--- config.mk ---
export PLATFORM = sky130hd
export DESIGN_NAME = dpbs_ctrl
export DESIGN_NICKNAME = d
export VERILOG_FILES = /design/src/dpbs_pkg.sv /design/src/dpbs_ctrl.sv
export SDC_FILE = /design/constraint.sdc
export NUM_CORES = 1
export LEC_CHECK = 0
export BUFFER_PORTS_ARGS = -buffer_cell sky130_fd_sc_hd__buf_2
export CAP_MARGIN = 25
export CELL_PAD_IN_SITES_DETAIL_PLACEMENT = 1
export CELL_PAD_IN_SITES_GLOBAL_PLACEMENT = 1
export CORE_MARGIN = 3
export CORE_UTILIZATION = 28
export CTS_BUF_LIST = sky130_fd_sc_hd__clkbuf_8 sky130_fd_sc_hd__clkbuf_16
export CTS_CLUSTER_DIAMETER = 30
export CTS_CLUSTER_SIZE = 24
export DETAILED_ROUTE_END_ITERATION = 8
export GPL_TIMING_DRIVEN = 0
export PLACE_DENSITY_LB_ADDON = 0.1
export REMOVE_ABC_BUFFERS = 1
export SYNTH_ARGS = -nofsm -noshare
export SYNTH_HDL_FRONTEND = slang
export SYNTH_SLANG_ARGS = --single-unit
--- constraint.sdc ---
create_clock -name clk -period 1.45 [get_ports clk]
set_input_delay 0.145 -clock clk [delete_from_list [all_inputs] [get_ports clk]]
set_output_delay 0.145 -clock clk [all_outputs]
set_load 0.005 [all_outputs]
--- src/dpbs_pkg.sv ---
`default_nettype none
package dpbs_pkg;

	localparam logic [63:0] FP_ONE      = 64'h3FF0000000000000;
	localparam logic [63:0] FP_ZERO     = 64'h0000000000000000;
	localparam logic [63:0] FP_NAN_DEF  = 64'hFFF8000000000000;
	localparam logic [63:0] FP_QUIET    = 64'h0008000000000000;
	localparam logic [2:0]  MUL_LAST    = 3'd6;
	localparam logic [5:0]  RCP_LAST    = 6'd59;
	localparam logic [5:0]  RCP_ITER_HI = 6'd57;
	localparam logic [5:0]  RCP_FORM    = 6'd58;

	typedef enum logic [1:0] {
		OUT_ZERO,
		OUT_ONE,
		OUT_ACC
	} out_sel_t;

	typedef struct packed {
		logic     load;
		logic     mul_start;
		logic     mul_sq;
		logic     rcp_start;
		logic     acc_wr;
		logic     base_wr_mul;
		logic     base_wr_rcp;
		logic     mag_shift;
		logic     out_load;
		out_sel_t out_sel;
	} dp_cmd_t;

	typedef struct packed {
		logic mul_done;
		logic rcp_done;
		logic base_zero;
		logic base_one;
		logic exp_neg;
		logic mag_zero;
		logic mag_bit0;
		logic mag_rest_zero;
	} dp_stat_t;

	typedef struct packed {
		logic               sign;
		logic               nan;
		logic               inf;
		logic               zero;
		logic [52:0]        man;
		logic signed [13:0] exp;
	} fp_unpk_t;

	function automatic fp_unpk_t fp_unpack(input logic [63:0] x);
		fp_unpk_t    u;
		logic [10:0] e;
		logic [51:0] f;
		logic [5:0]  lz;
		e = x[62:52];
		f = x[51:0];
		u.sign = x[63];
		u.nan = (e == 11'h7FF) && (f != 52'd0);
		u.inf = (e == 11'h7FF) && (f == 52'd0);
		u.zero = (e == 11'd0) && (f == 52'd0);
		lz = 6'd0;
		for (int i = 0; i < 52; i++) begin
			if (f[i]) begin
				lz = 6'(51 - i);
			end
		end
		if (e != 11'd0) begin
			u.man = {1'b1, f};
			u.exp = $signed({3'b000, e}) - 14'sd1023;
		end else begin
			u.man = {1'b0, f} << (lz + 6'd1);
			u.exp = -14'sd1023 - $signed({8'd0, lz});
		end
		return u;
	endfunction

	function automatic logic [63:0] fp_round(input logic sign, input logic signed [13:0] exp,
			input logic [55:0] sig);
		logic signed [13:0] be;
		logic [13:0]        sh;
		logic [55:0]        s;
		logic [10:0]        eb;
		logic               inc;
		logic [53:0]        mr;
		logic [62:0]        mag;
		be = exp + 14'sd1023;
		sh = 14'd0;
		if (be >= 14'sd1) begin
			eb = be[10:0] - 11'd1;
			s = sig;
		end else begin
			eb = 11'd0;
			sh = 14'(14'sd1 - be);
			if (sh >= 14'd56) begin
				s = {55'd0, |sig};
			end else begin
				s = (sig >> sh[5:0]) | {55'd0, |(sig << (6'd56 - sh[5:0]))};
			end
		end
		inc = s[2] & (s[3] | s[1] | s[0]);
		mr = {1'b0, s[55:3]} + {53'd0, inc};
		mag = {eb, 52'd0} + {9'd0, mr};
		if (be >= 14'sd2047) begin
			return {sign, 11'h7FF, 52'd0};
		end
		return {sign, mag};
	endfunction

endpackage
`default_nettype wire

--- src/dpbs_ctrl.sv ---
`default_nettype none
module dpbs_ctrl (
	input  wire logic               clk,
	input  wire logic               arst_n,
	input  wire logic               in_valid,
	output logic                    in_ready,
	output logic                    out_valid,
	input  wire logic               out_ready,
	input  wire dpbs_pkg::dp_stat_t stat,
	output dpbs_pkg::dp_cmd_t       cmd
);
	typedef enum logic [2:0] {
		S_IDLE,
		S_CHECK,
		S_RCP,
		S_STEP,
		S_MUL,
		S_SQ
	} state_t;

	state_t state_q, state_d;
	logic   out_valid_q;
	logic   slot_free;

	assign slot_free = !out_valid_q || out_ready;
	assign in_ready = state_q == S_IDLE;
	assign out_valid = out_valid_q;

	always_comb begin
		cmd = '0;
		cmd.out_sel = dpbs_pkg::OUT_ACC;
		state_d = state_q;
		unique case (state_q)
			S_IDLE: begin
				if (in_valid) begin
					cmd.load = 1'b1;
					state_d = S_CHECK;
				end
			end
			S_CHECK: begin
				if (stat.base_zero || stat.base_one) begin
					if (slot_free) begin
						cmd.out_load = 1'b1;
						cmd.out_sel = stat.base_zero ? dpbs_pkg::OUT_ZERO : dpbs_pkg::OUT_ONE;
						state_d = S_IDLE;
					end
				end else if (stat.exp_neg) begin
					cmd.rcp_start = 1'b1;
					state_d = S_RCP;
				end else begin
					state_d = S_STEP;
				end
			end
			S_RCP: begin
				if (stat.rcp_done) begin
					cmd.base_wr_rcp = 1'b1;
					state_d = S_STEP;
				end
			end
			S_STEP: begin
				if (stat.mag_zero) begin
					if (slot_free) begin
						cmd.out_load = 1'b1;
						state_d = S_IDLE;
					end
				end else if (stat.mag_bit0) begin
					cmd.mul_start = 1'b1;
					state_d = S_MUL;
				end else begin
					cmd.mul_start = 1'b1;
					cmd.mul_sq = 1'b1;
					state_d = S_SQ;
				end
			end
			S_MUL: begin
				if (stat.mul_done) begin
					cmd.acc_wr = 1'b1;
					if (stat.mag_rest_zero) begin
						cmd.mag_shift = 1'b1;
						state_d = S_STEP;
					end else begin
						cmd.mul_start = 1'b1;
						cmd.mul_sq = 1'b1;
						state_d = S_SQ;
					end
				end
			end
			S_SQ: begin
				if (stat.mul_done) begin
					cmd.base_wr_mul = 1'b1;
					cmd.mag_shift = 1'b1;
					state_d = S_STEP;
				end
			end
			default: state_d = S_IDLE;
		endcase
	end

	always_ff @(posedge clk or negedge arst_n) begin
		if (!arst_n) begin
			state_q <= S_IDLE;
			out_valid_q <= 1'b0;
		end else begin
			state_q <= state_d;
			if (cmd.out_load) begin
				out_valid_q <= 1'b1;
			end else if (out_ready) begin
				out_valid_q <= 1'b0;
			end
		end
	end
endmodule
`default_nettype wire

== Word level (Yosys, flattened, before mapping) ==
Index checks and enable logic that the tools add are counted.
Storage, ports and cells
  bits of input ports: 12
  logic and storage cells: 55
  output and inout port bits: 13
  register bits: 4
Operators by class
  equal/unequal tests: 9
  muxes and demuxes: 38
  reduce and logical (&&, ||, !) cells: 6
Operators with widths (count)
  two-way mux 3 bit: 10
  two-way mux 1 bit: 20
  one-hot mux 3 bit (6 select lines): 1
  two-way mux 2 bit: 4
  != test 2 bit (second input constant): 4
  == test 3 x 2 -> 1 bit (second input constant): 2
  == test 3 bit (second input constant): 2
  one-hot mux 1 bit (2 select lines): 2
  one-hot mux 2 bit (2 select lines): 1
  AND reduction 4 bit: 1
  == test 3 x 1 -> 1 bit (second input constant): 1
  zero test 3 bit: 1
  logical OR 1 bit: 2
  nonzero test 2 bit: 1
  zero test 1 bit: 1

== Longest topological paths before layout ==
Gate-level depths: netlist of the first run.
  depth in word-level cells: 6
  gate-level depth with buffers: 5
  depth with buffers taken out: 4

== Worst setup path after synthesis of the first run ==
OpenSTA, ideal clock, no wires.
  path type: register to output
  start: reg state_q[1]
  end: out cmd[2] (netlist bit)
  data required time: 1.305 ns
  data arrival time: 1.157 ns
  cell stages (with the launch flop): 4
  setup slack: 0.148 ns
  path buffers: 0
  cells stage by stage: dfrtp_1 > nor2b_1 > or4b_1 > nor2_1
RTL lines
  start: declaration: RTL line dpbs_ctrl.sv:21  | state_t state_q, state_d;
  start signal: assignment: RTL line dpbs_ctrl.sv:104  | state_q <= state_d;
  end: declaration: RTL line dpbs_ctrl.sv:10  | output dpbs_pkg::dp_cmd_t cmd

==> results of run 1 <==
## per-stage QoR
stage	std cells	total power [mW]	hold slack, ps	util	setup TNS [ps]
after floorplan	53	0.5632	-150.6	-	0
after global placement	92	0.7575	-46.52	0.3937	-113.9
after detailed placement	92	0.7638	-46.23	0.3937	-125.2
after CTS	107	1.266	236.5	0.5104	-392.7
after global routing	110	1.535	284.9	0.5656	-1845
final	110	1.426	267.8	0.5656	-1081
## synth_stat cells, types with 2 or more instances
master	number
nor2_1	8
nor2b_1	2
or2b_1	2
nand2_1	6
nand2b_1	2
dfrtp_1	4
and3_1	2
buf_6	2
a21oi_1	3
o21ai_0	3
nor3_1	3
## critical path, delay by kind of cell, from the launching register on
| family | cells | cell delay, ps |
|---|---|---|
| AND/OR/NAND/NOR | 3 | 450 |
| flip-flops | 1 | 420 |
| buffers and inverters | 3 | 390 |
## cell families after synthesis
group                  synth area share
AO/OA/AOI/OAI                    0.1850
buffers and inverters           0.06357
flip-flops                       0.2312
AND/OR/NAND/NOR                  0.5202
## state kept, by name, indices dropped and copies added (netlist names)
signal and cells:
out_valid 1, state_q 3
## area by class of cell
cell class                      count  share of cell area
Clock buffer                        3             0.05280
Timing Repair Buffer               39              0.3248
Multi-Input combinational cell     49              0.4656
Sequential cell                     4              0.1328
Tap cell                           15             0.02400
## routing by layer
layer | wire [microns] | GRT usage
met3 | 71 | 0.03187
met4 | 25 | 0.1462
met1 | 757 | 0.1909
met2 | 909 | 0.2938
met5 | 0 | 0
## how the worst min path moves through the flow
stage / end / slack (ps) / cells past startpoint
after global routing: state_q[1]$_DFFE_PN0P_ / 280 / 2
after global placement: state_q[2]$_DFFE_PN0P_ / -50 / 1
after CTS: state_q[2]$_DFFE_PN0P_ / 240 / 4
after floorplan: out_valid$_DFFE_PN0P_ / -150 / 0
final: state_q[1]$_DFFE_PN0P_ / 270 / 2
after detailed placement: state_q[2]$_DFFE_PN0P_ / -50 / 1
## repair_timing
action / 4_1_cts / 5_1_grt
endpoints found under the setup margin: 13 / 14
setup buffers: 11 / 3
hold endpoints to repair: 4 / 0
gates resized for setup: 10 / 10
cloned: 0 / 0
pin swaps: 3 / 6
hold buffers: 1 / 0
## power groups by stage
stage / Clock (mW) / Sequential [mW] / Combinational (mW)
2_1_floorplan: 0 / 0.243 / 0.320
3_3_place_gp: 0 / 0.278 / 0.479
3_5_place_dp: 0 / 0.277 / 0.486
4_1_cts: 0.256 / 0.235 / 0.775
5_1_grt: 0.261 / 0.252 / 1.02
6_report: 0.245 / 0.244 / 0.938
==> flow_summary.json, run 1 <==
{
  "status": "finished, violations left",
  "failed_checks": "setup timing",
  "crit_path_start": "state_q[1]$_DFFE_PN0P_",
  "synth-main-ff-cell": "dfrtp_1",
  "multi_input_area_sq_um": 364.1,
  "grt.overflow.total": 0,
  "dieArea_sq_um": 2054,
  "grt_first_pass_wirelength_microns": 2525,
  "layout-drive-gt1-share": 0.5895,
  "p_per_area_nw_per_um2": 1824,
  "slew_headroom": 0.7551,
  "synth_top_cell_area_share": 0.2312,
  "hp-class": "in2async",
  "reg2reg_from": "state_q[1]$_DFFE_PN0P_",
  "layout.cells.most_common": "buf_2",
  "coreArea_sq_um": 1383,
  "maxSlewViolCount": 0,
  "avgSynthCellArea_sq_um": 7.731,
  "clk_pin_slew_worst_paths_ps": 40,
  "clockBufferDepth": 2,
  "synth-edff-count": 0,
  "ys_ff_latch": 4,
  "cts_buffers": 3,
  "hold_viol_final": 0,
  "clock_latency_ps": 220,
  "cts_tree": "done",
  "vdd_ir_drop_max_uv": 708.4,
  "dpl_cell_area_sq_um": 544.3,
  "start_util": 0.3131,
  "syn_inst": 56,
  "remaining_drc_errors": 0,
  "grt_max_degree": 9,
  "synthArstFlopShare": 1.000,
  "die_y_microns": 45.32,
  "start_kind": "register",
  "critPathKind": "reg2out",
  "worst_setup_path_end_kind": "output port",
  "cpPeakStageDelay_ps": 420,
  "num_antenna_cells": 0,
  "layout_common_cells": "24 x buf_2, 9 x buf_4, 5 x nand2_1, 5 x nor2_1, 5 x buf_6",
  "worst_slack_ps": -184.4,
  "finalCriticalPeriod_ps": 1634,
  "root_buffer": "clkbuf_8",
  "die_w_microns": 45.32,
  "vias": 580,
  "rows": 13,
  "htree_levels": 1,
  "tightestPinTransition_ps": 366.2,
  "finClkSkew_ps": 5.476,
  "p_leak_nw": 0.3868,
  "fin_area_sq_um": 782.0,
  "p_int_mw": 0.8679,
  "crit_required_ps": 1310,
  "ys_types": 30,
  "combinationalPowerShare": 0.657,
  "dp_slack_ps": -125.2,
  "critPathMaxFanout": 5,
  "drt_wl_total_microns": 1763,
  "rsz0062_at_grt": "true",
  "syn_to_final_growth_pct": 80.64,
  "synthTopCellsByArea": "dfrtp_1 23%, nor2_1 6.9%, buf_6 5.2%",
  "r2r_slack_ps": -80,
  "crit_path_top_delay_cell": "dfrtp_2",
  "p_sw_mw": 0.5586,
  "io_pins": 25,
  "seq_power_share": 0.171,
  "num-nets-final": 109,
  "arrival_ps": 1490,
  "r2r-end": "state_q[0]$_DFFE_PN0P_",
  "ff_latch_area_sq_um": 103.9,
  "ys.warnings.count": 0,
  "dp_hpwl_microns": 986.6,
  "rr_worst_depth": 7,
  "numPortBuffers": 24,
  "drt_iter0_drc": 1,
  "maxCapViolations": 0,
  "antenna_found_initial": 0,
  "cp-endpoint": "cmd[6]",
  "fin_crit_sh": 1.127,
  "ys_seq_area_frac": 0.2312,
  "finalSetupViolCount": 10,
  "ant_nets": 0,
  "viasPerCell": 5.273,
  "route.detailed.wl_per_inst_microns": 16.03,
  "power_frac_clock": 0.172,
  "gp_routability_congestion": 0.6704,
  "synth_top_cell_by_area": "dfrtp_1",
  "grt.total_usage": 0.1764,
  "fmax_ghz": 0.6119,
  "swShare": 0.3916,
  "firstDrtPassIters": 2,
  "clock_sinks": 4,
  "fillers": 177,
  "grt_pass1_vias": 588,
  "crit_path_cell_trace": "buf_4, buf_6, and2b_2, nand2_2, nor2_1, buf_2",
  "syn_area_sq_um": 432.9
}
No activity file was read; power rests on OpenSTA's default activity.
==> run 2, diff against run 1 <==
--- a/config.mk
+++ b/config.mk
@@ -7,16 +7,14 @@
 export LEC_CHECK = 0
 export BUFFER_PORTS_ARGS = -buffer_cell sky130_fd_sc_hd__buf_2
 export CAP_MARGIN = 25
-export CELL_PAD_IN_SITES_DETAIL_PLACEMENT = 1
-export CELL_PAD_IN_SITES_GLOBAL_PLACEMENT = 1
 export CORE_MARGIN = 3
-export CORE_UTILIZATION = 28
+export CORE_UTILIZATION = 30
 export CTS_BUF_LIST = sky130_fd_sc_hd__clkbuf_8 sky130_fd_sc_hd__clkbuf_16
 export CTS_CLUSTER_DIAMETER = 30
 export CTS_CLUSTER_SIZE = 24
 export DETAILED_ROUTE_END_ITERATION = 8
 export GPL_TIMING_DRIVEN = 0
-export PLACE_DENSITY_LB_ADDON = 0.1
+export PLACE_DENSITY = 0.6
 export REMOVE_ABC_BUFFERS = 1
 export SYNTH_ARGS = -nofsm -noshare
 export SYNTH_HDL_FRONTEND = slang
==> flow_summary.json, run 2 (synthesis results as in run 1) <==
{
  "fmax_ghz": 0.6292,
  "layout_common_cells": "24 x buf_2, 6 x buf_4, 5 x nor2_1, 5 x nand2_1, 4 x buf_6",
  "busiest_layer": "met2",
  "finalCriticalPeriod_ps": 1589,
  "gp_routability_congestion": 0.7143,
  "multi_input_area_sq_um": 362.8,
  "worst_slack_ps": -139.3,
  "rows": 13,
  "final_cells": 106,
  "clock_latency_ps": 220,
  "whs_path_depth": 4,
  "cpPeakStageDelay_ps": 480,
  "die_w_microns": 43.99,
  "start_util": 0.3246,
  "dieArea_sq_um": 1935,
  "remaining_drc_errors": 0,
  "coreArea_sq_um": 1334,
  "arrival_ps": 1440,
  "clk_pin_slew_worst_paths_ps": 30,
  "grt.met1_usage": 0.1766,
  "drt_iter0_drc": 6,
  "start_kind": "register",
  "num_antenna_cells": 0,
  "root_buffer": "clkbuf_8",
  "dp.cells": 92,
  "ant_nets": 0,
  "r2r_slack_ps": -50,
  "crit_path_top_delay_cell": "or4b_1",
  "crit_path_start": "state_q[1]$_DFFE_PN0P_",
  "worst_setup_path_end_kind": "output port",
  "grt_max_degree": 11,
  "status": "finished, violations left",
  "dp_hpwl_microns": 805,
  "clock_sinks": 4,
  "route.detailed.wl_per_inst_microns": 13.36,
  "finClkSkew_ps": 0.9214,
  "maxCapViolations": 0,
  "maxSlewViolCount": 0,
  "largest_reg_flops": 3,
  "fin_crit_sh": 1.096,
  "htree_levels": 1,
  "crit_required_ps": 1310,
  "vias": 540,
  "numPortBuffers": 24,
  "slew_headroom": 0.8342,
  "cts_buffers": 3,
  "crit_path_cell_trace": "nor2b_1, or4b_1, nor2_1, buf_2",
  "clockBufferDepth": 2,
  "fillers": 123,
  "grtUsageMet3": 0.04979,
  "hp-start": "stat[0]",
  "num-nets-final": 105,
  "cts_tree": "done",
  "grt_pass1_vias": 460,
  "vdd_ir_drop_max_uv": 853.8,
  "grt_first_pass_wirelength_microns": 1911,
  "critPathMaxFanout": 4,
  "hold_path_end": "state_q[2]$_DFFE_PN0P_",
  "finalSetupViolCount": 10,
  "met2_usage": 0.1860,
  "layout-drive-gt1-share": 0.5824,
  "grt.total_usage": 0.1364,
  "antenna_found_initial": 0,
  "hp-class": "in2reg",
  "io_pins": 25,
  "grt.overflow.total": 0,
  "drt_wl_total_microns": 1416,
  "rsz0062_at_grt": "true",
  "layout.cells.most_common": "buf_2",
  "p_per_area_nw_per_um2": 1775,
  "r2r-end": "state_q[1]$_DFFE_PN0P_",
  "tightestPinTransition_ps": 248.7,
  "firstDrtPassIters": 4,
  "regMostFlops": "state_q",
  "p_leak_nw": 0.3664,
  "die_y_microns": 43.99,
  "failed_checks": "setup timing",
  "viasPerCell": 5.094,
  "ff_latch_area_sq_um": 103.9,
  "finalPower_mw": 1.326,
  "critPathKind": "reg2out",
  "reg2reg_from": "state_q[2]$_DFFE_PN0P_",
  "hold_viol_final": 0,
  "rr_worst_depth": 6,
  "syn_to_final_growth_pct": 72.54
}
[run 2: worst max-delay path: cells and delay by family, from the launching register on]
family / cells / cell delay (ps)
buf+inv: 1 / 110
flops: 1 / 410
simple gates: 3 / 710
[run 2: worst max-delay path by stage]
stage	to	depth (start not counted)	slack, ps
floorplan	cmd[2]	3	50
global placement	cmd[2]	4	-100
detailed placement	cmd[2]	4	-110
CTS	cmd[2]	4	-140
global route	cmd[2]	4	-210
finish	cmd[2]	4	-140
[run 2: per-layer routing]
layer | part of all wire | vias up
li1 | - | 275
met1 | 0.42 | 245
met4 | 0.016 | 0
met2 | 0.51 | 18
met3 | 0.052 | 2
met5 | 0 | -
[run 2: area by class of cell]
class,count,share of cell area
Timing Repair Buffer,35,0.2948
Sequential cell,4,0.1390
Clock buffer,3,0.05528
Multi-Input combinational cell,49,0.4858
Tap cell,15,0.02513
[run 2: power breakdown]
part           internal [mW]  switching [mW]  total, mW
clock                  0.177          0.0594      0.237
combinational          0.465           0.370      0.835
sequential             0.166          0.0880      0.254
[run 2: per-stage QoR]
step	TNS [ps]	setup slack, ps	instance area [sq um]	hold WS, ps	util
after floorplan	0	54.87	405.4	-150.6	-
after global routing	-1359	-210.9	747.0	248.6	0.5600
after detailed placement	-113.9	-113.9	544.3	-49.31	0.4081
after global placement	-97.07	-97.07	544.3	-47.97	0.4081
after CTS	-207.3	-142.3	673.1	212.9	0.5047
final	-767.1	-139.3	747.0	225.2	0.5600
[run 2: repair_timing]
| item | 4_1_cts | 5_1_grt |
|---|---|---|
| pin swaps | 4 | 9 |
| buffers inserted | 7 | 4 |
| gates resized for setup | 8 | 14 |
| hold endpoints to repair | 4 | 0 |
| endpoints found under the setup margin | 11 | 11 |
| hold buffers | 1 | 0 |
==> run 3, diff against run 2 <==
--- a/config.mk
+++ b/config.mk
@@ -14,7 +14,7 @@
 export CTS_CLUSTER_SIZE = 24
 export DETAILED_ROUTE_END_ITERATION = 8
 export GPL_TIMING_DRIVEN = 0
-export PLACE_DENSITY = 0.6
+export PLACE_DENSITY = 0.63
 export REMOVE_ABC_BUFFERS = 1
 export SYNTH_ARGS = -nofsm -noshare
 export SYNTH_HDL_FRONTEND = slang
==> constraint.sdc (replaced) <==
create_clock -name clk -period 1.4 [get_ports clk]
set_input_delay 0.14 -clock clk [delete_from_list [all_inputs] [get_ports clk]]
set_output_delay 0.14 -clock clk [all_outputs]
set_load 0.005 [all_outputs]
==> flow_summary.json, run 3 (synthesis results as in run 1) <==
{
  "finalSetupViolCount": 12,
  "gp_routability_congestion": 0.6834,
  "cts_buffers": 3,
  "antenna_found_initial": 0,
  "htree_levels": 1,
  "maxSlewViolCount": 0,
  "drt_iter0_drc": 10,
  "rsz0062_at_grt": "true",
  "tightestPinTransition_ps": 251.0,
  "io_pins": 25,
  "dp_slack_ps": -154.8,
  "finClkSkew_ps": 2.574,
  "rows": 13,
  "grt_pass1_vias": 502,
  "dp.cells": 92,
  "clock_latency_ps": 210,
  "critPathMaxFanout": 4,
  "p_per_area_nw_per_um2": 1800,
  "ant_nets": 0,
  "p_leak_nw": 0.3642,
  "syn_to_final_growth_pct": 65.61,
  "fin_crit_sh": 1.129,
  "viasPerCell": 5.057,
  "worst_setup_path_end_kind": "output port",
  "clockBufferDepth": 2,
  "layout.cells.most_common": "buf_2",
  "numPortBuffers": 24,
  "fillers": 123,
  "met1_length_microns": 539,
  "grt_first_pass_wirelength_microns": 2007,
  "finalPower_mw": 1.290,
  "failed_checks": "setup timing",
  "clock_sinks": 4,
  "coreArea_sq_um": 1334,
  "num_antenna_cells": 0,
  "cts_tree": "done",
  "drt_wl_total_microns": 1292,
  "grt_max_degree": 11,
  "worst_slack_ps": -180.8,
  "vias": 536,
  "final_cells": 106,
  "num-nets-final": 105,
  "root_buffer": "clkbuf_8",
  "die_y_microns": 43.99,
  "dieArea_sq_um": 1935,
  "vdd_ir_drop_max_uv": 1028,
  "grt.overflow.total": 0,
  "regMostFlops": "state_q",
  "dp_hpwl_microns": 820.9,
  "finalCriticalPeriod_ps": 1581,
  "grt.total_usage": 0.1397,
  "start_util": 0.3246,
  "layout-drive-gt1-share": 0.5385,
  "start_kind": "register",
  "crit_required_ps": 1260,
  "clk_pin_slew_worst_paths_ps": 30,
  "fmax_ghz": 0.6326,
  "arrival_ps": 1440,
  "layout_common_cells": "23 x buf_2, 8 x buf_4, 6 x nor2_1, 6 x nand2_1",
  "largest_reg_flops": 3,
  "hold_viol_final": 0,
  "maxCapViolations": 0,
  "wl_met3_microns": 82,
  "hp-class": "in2reg",
  "status": "finished, violations left",
  "firstDrtPassIters": 4,
  "met2WireLength_microns": 664,
  "slew_headroom": 0.8320,
  "route.detailed.wl_per_inst_microns": 12.19,
  "critPathKind": "reg2out",
  "die_w_microns": 43.99,
  "remaining_drc_errors": 0,
  "highest_layer": "met4"
}
-- run 3: final timing paths --
| check | start | end | slack [ps] | depth (start not counted) |
|---|---|---|---|---|
| max | state_q[1]$_DFFE_PN0P_ | cmd[2] | -180 | 4 |
| min | stat[6] | state_q[1]$_DFFE_PN0P_ | 240 | 3 |
| max reg2reg | state_q[1]$_DFFE_PN0P_ | state_q[1]$_DFFE_PN0P_ | -10 | 5 |
| min reg2reg | out_valid$_DFFE_PN0P_ | out_valid$_DFFE_PN0P_ | 600 | 2 |
| max in group asynchronous | arst_n | state_q[1]$_DFFE_PN0P_ | 1010 | 2 |
| min in group asynchronous | arst_n | out_valid$_DFFE_PN0P_ | 260 | 2 |
-- run 3: power by group --
| group | total [mW] | internal, mW | leakage [nW] | switching, mW |
|---|---|---|---|---|
| Combinational | 0.811 | 0.466 | 0.296 | 0.346 |
| Sequential | 0.244 | 0.172 | 0.0467 | 0.0716 |
| Clock | 0.235 | 0.183 | 0.0216 | 0.0529 |
| Total | 1.29 | 0.820 | 0.364 | 0.470 |
-- run 3: area by class of cell --
| cell class | count | area [sq um] | area share |
|---|---|---|---|
| clock buffer | 3 | 41.29 | 0.05759 |
| multi-input combinational | 49 | 334.1 | 0.4660 |
| sequential | 4 | 103.9 | 0.1449 |
| tap | 15 | 18.77 | 0.02618 |
| timing repair buffer | 35 | 219.0 | 0.3054 |
-- run 3: critical path: stages, from the launching register on --
cell	delay [ps]
dfrtp_2	410
nor2b_4	120
or4b_1	480
nor2_1	100
buf_2	110
-- run 3: metal layers --
layer  global-route usage  up-vias
met5                    0        -
met4              0.03614        0
met3              0.04979        2
met2               0.2413       15
met1               0.1617      248
li1                     -      271
-- run 3: metrics by stage --
step / utilization / TNS (ps) / area [sq um] / hold slack, ps
global route: 0.5375 / -1504 / 716.9 / 261.5
finish: 0.5375 / -859.5 / 716.9 / 240.7
CTS: 0.5169 / -746.9 / 689.4 / 239.4
global placement: 0.4081 / -139.0 / 544.3 / -53.29
detailed placement: 0.4081 / -154.8 / 544.3 / -53.66
floorplan: - / 0 / 405.4 / -155.6
-- run 3: repair_timing --
item,CTS,global route
endpoints found under the hold margin,4,0
endpoints found under the setup margin,13,14
hold buffers,1,0
pin swaps,5,7
gates resized for setup,7,6
setup buffers,10,0
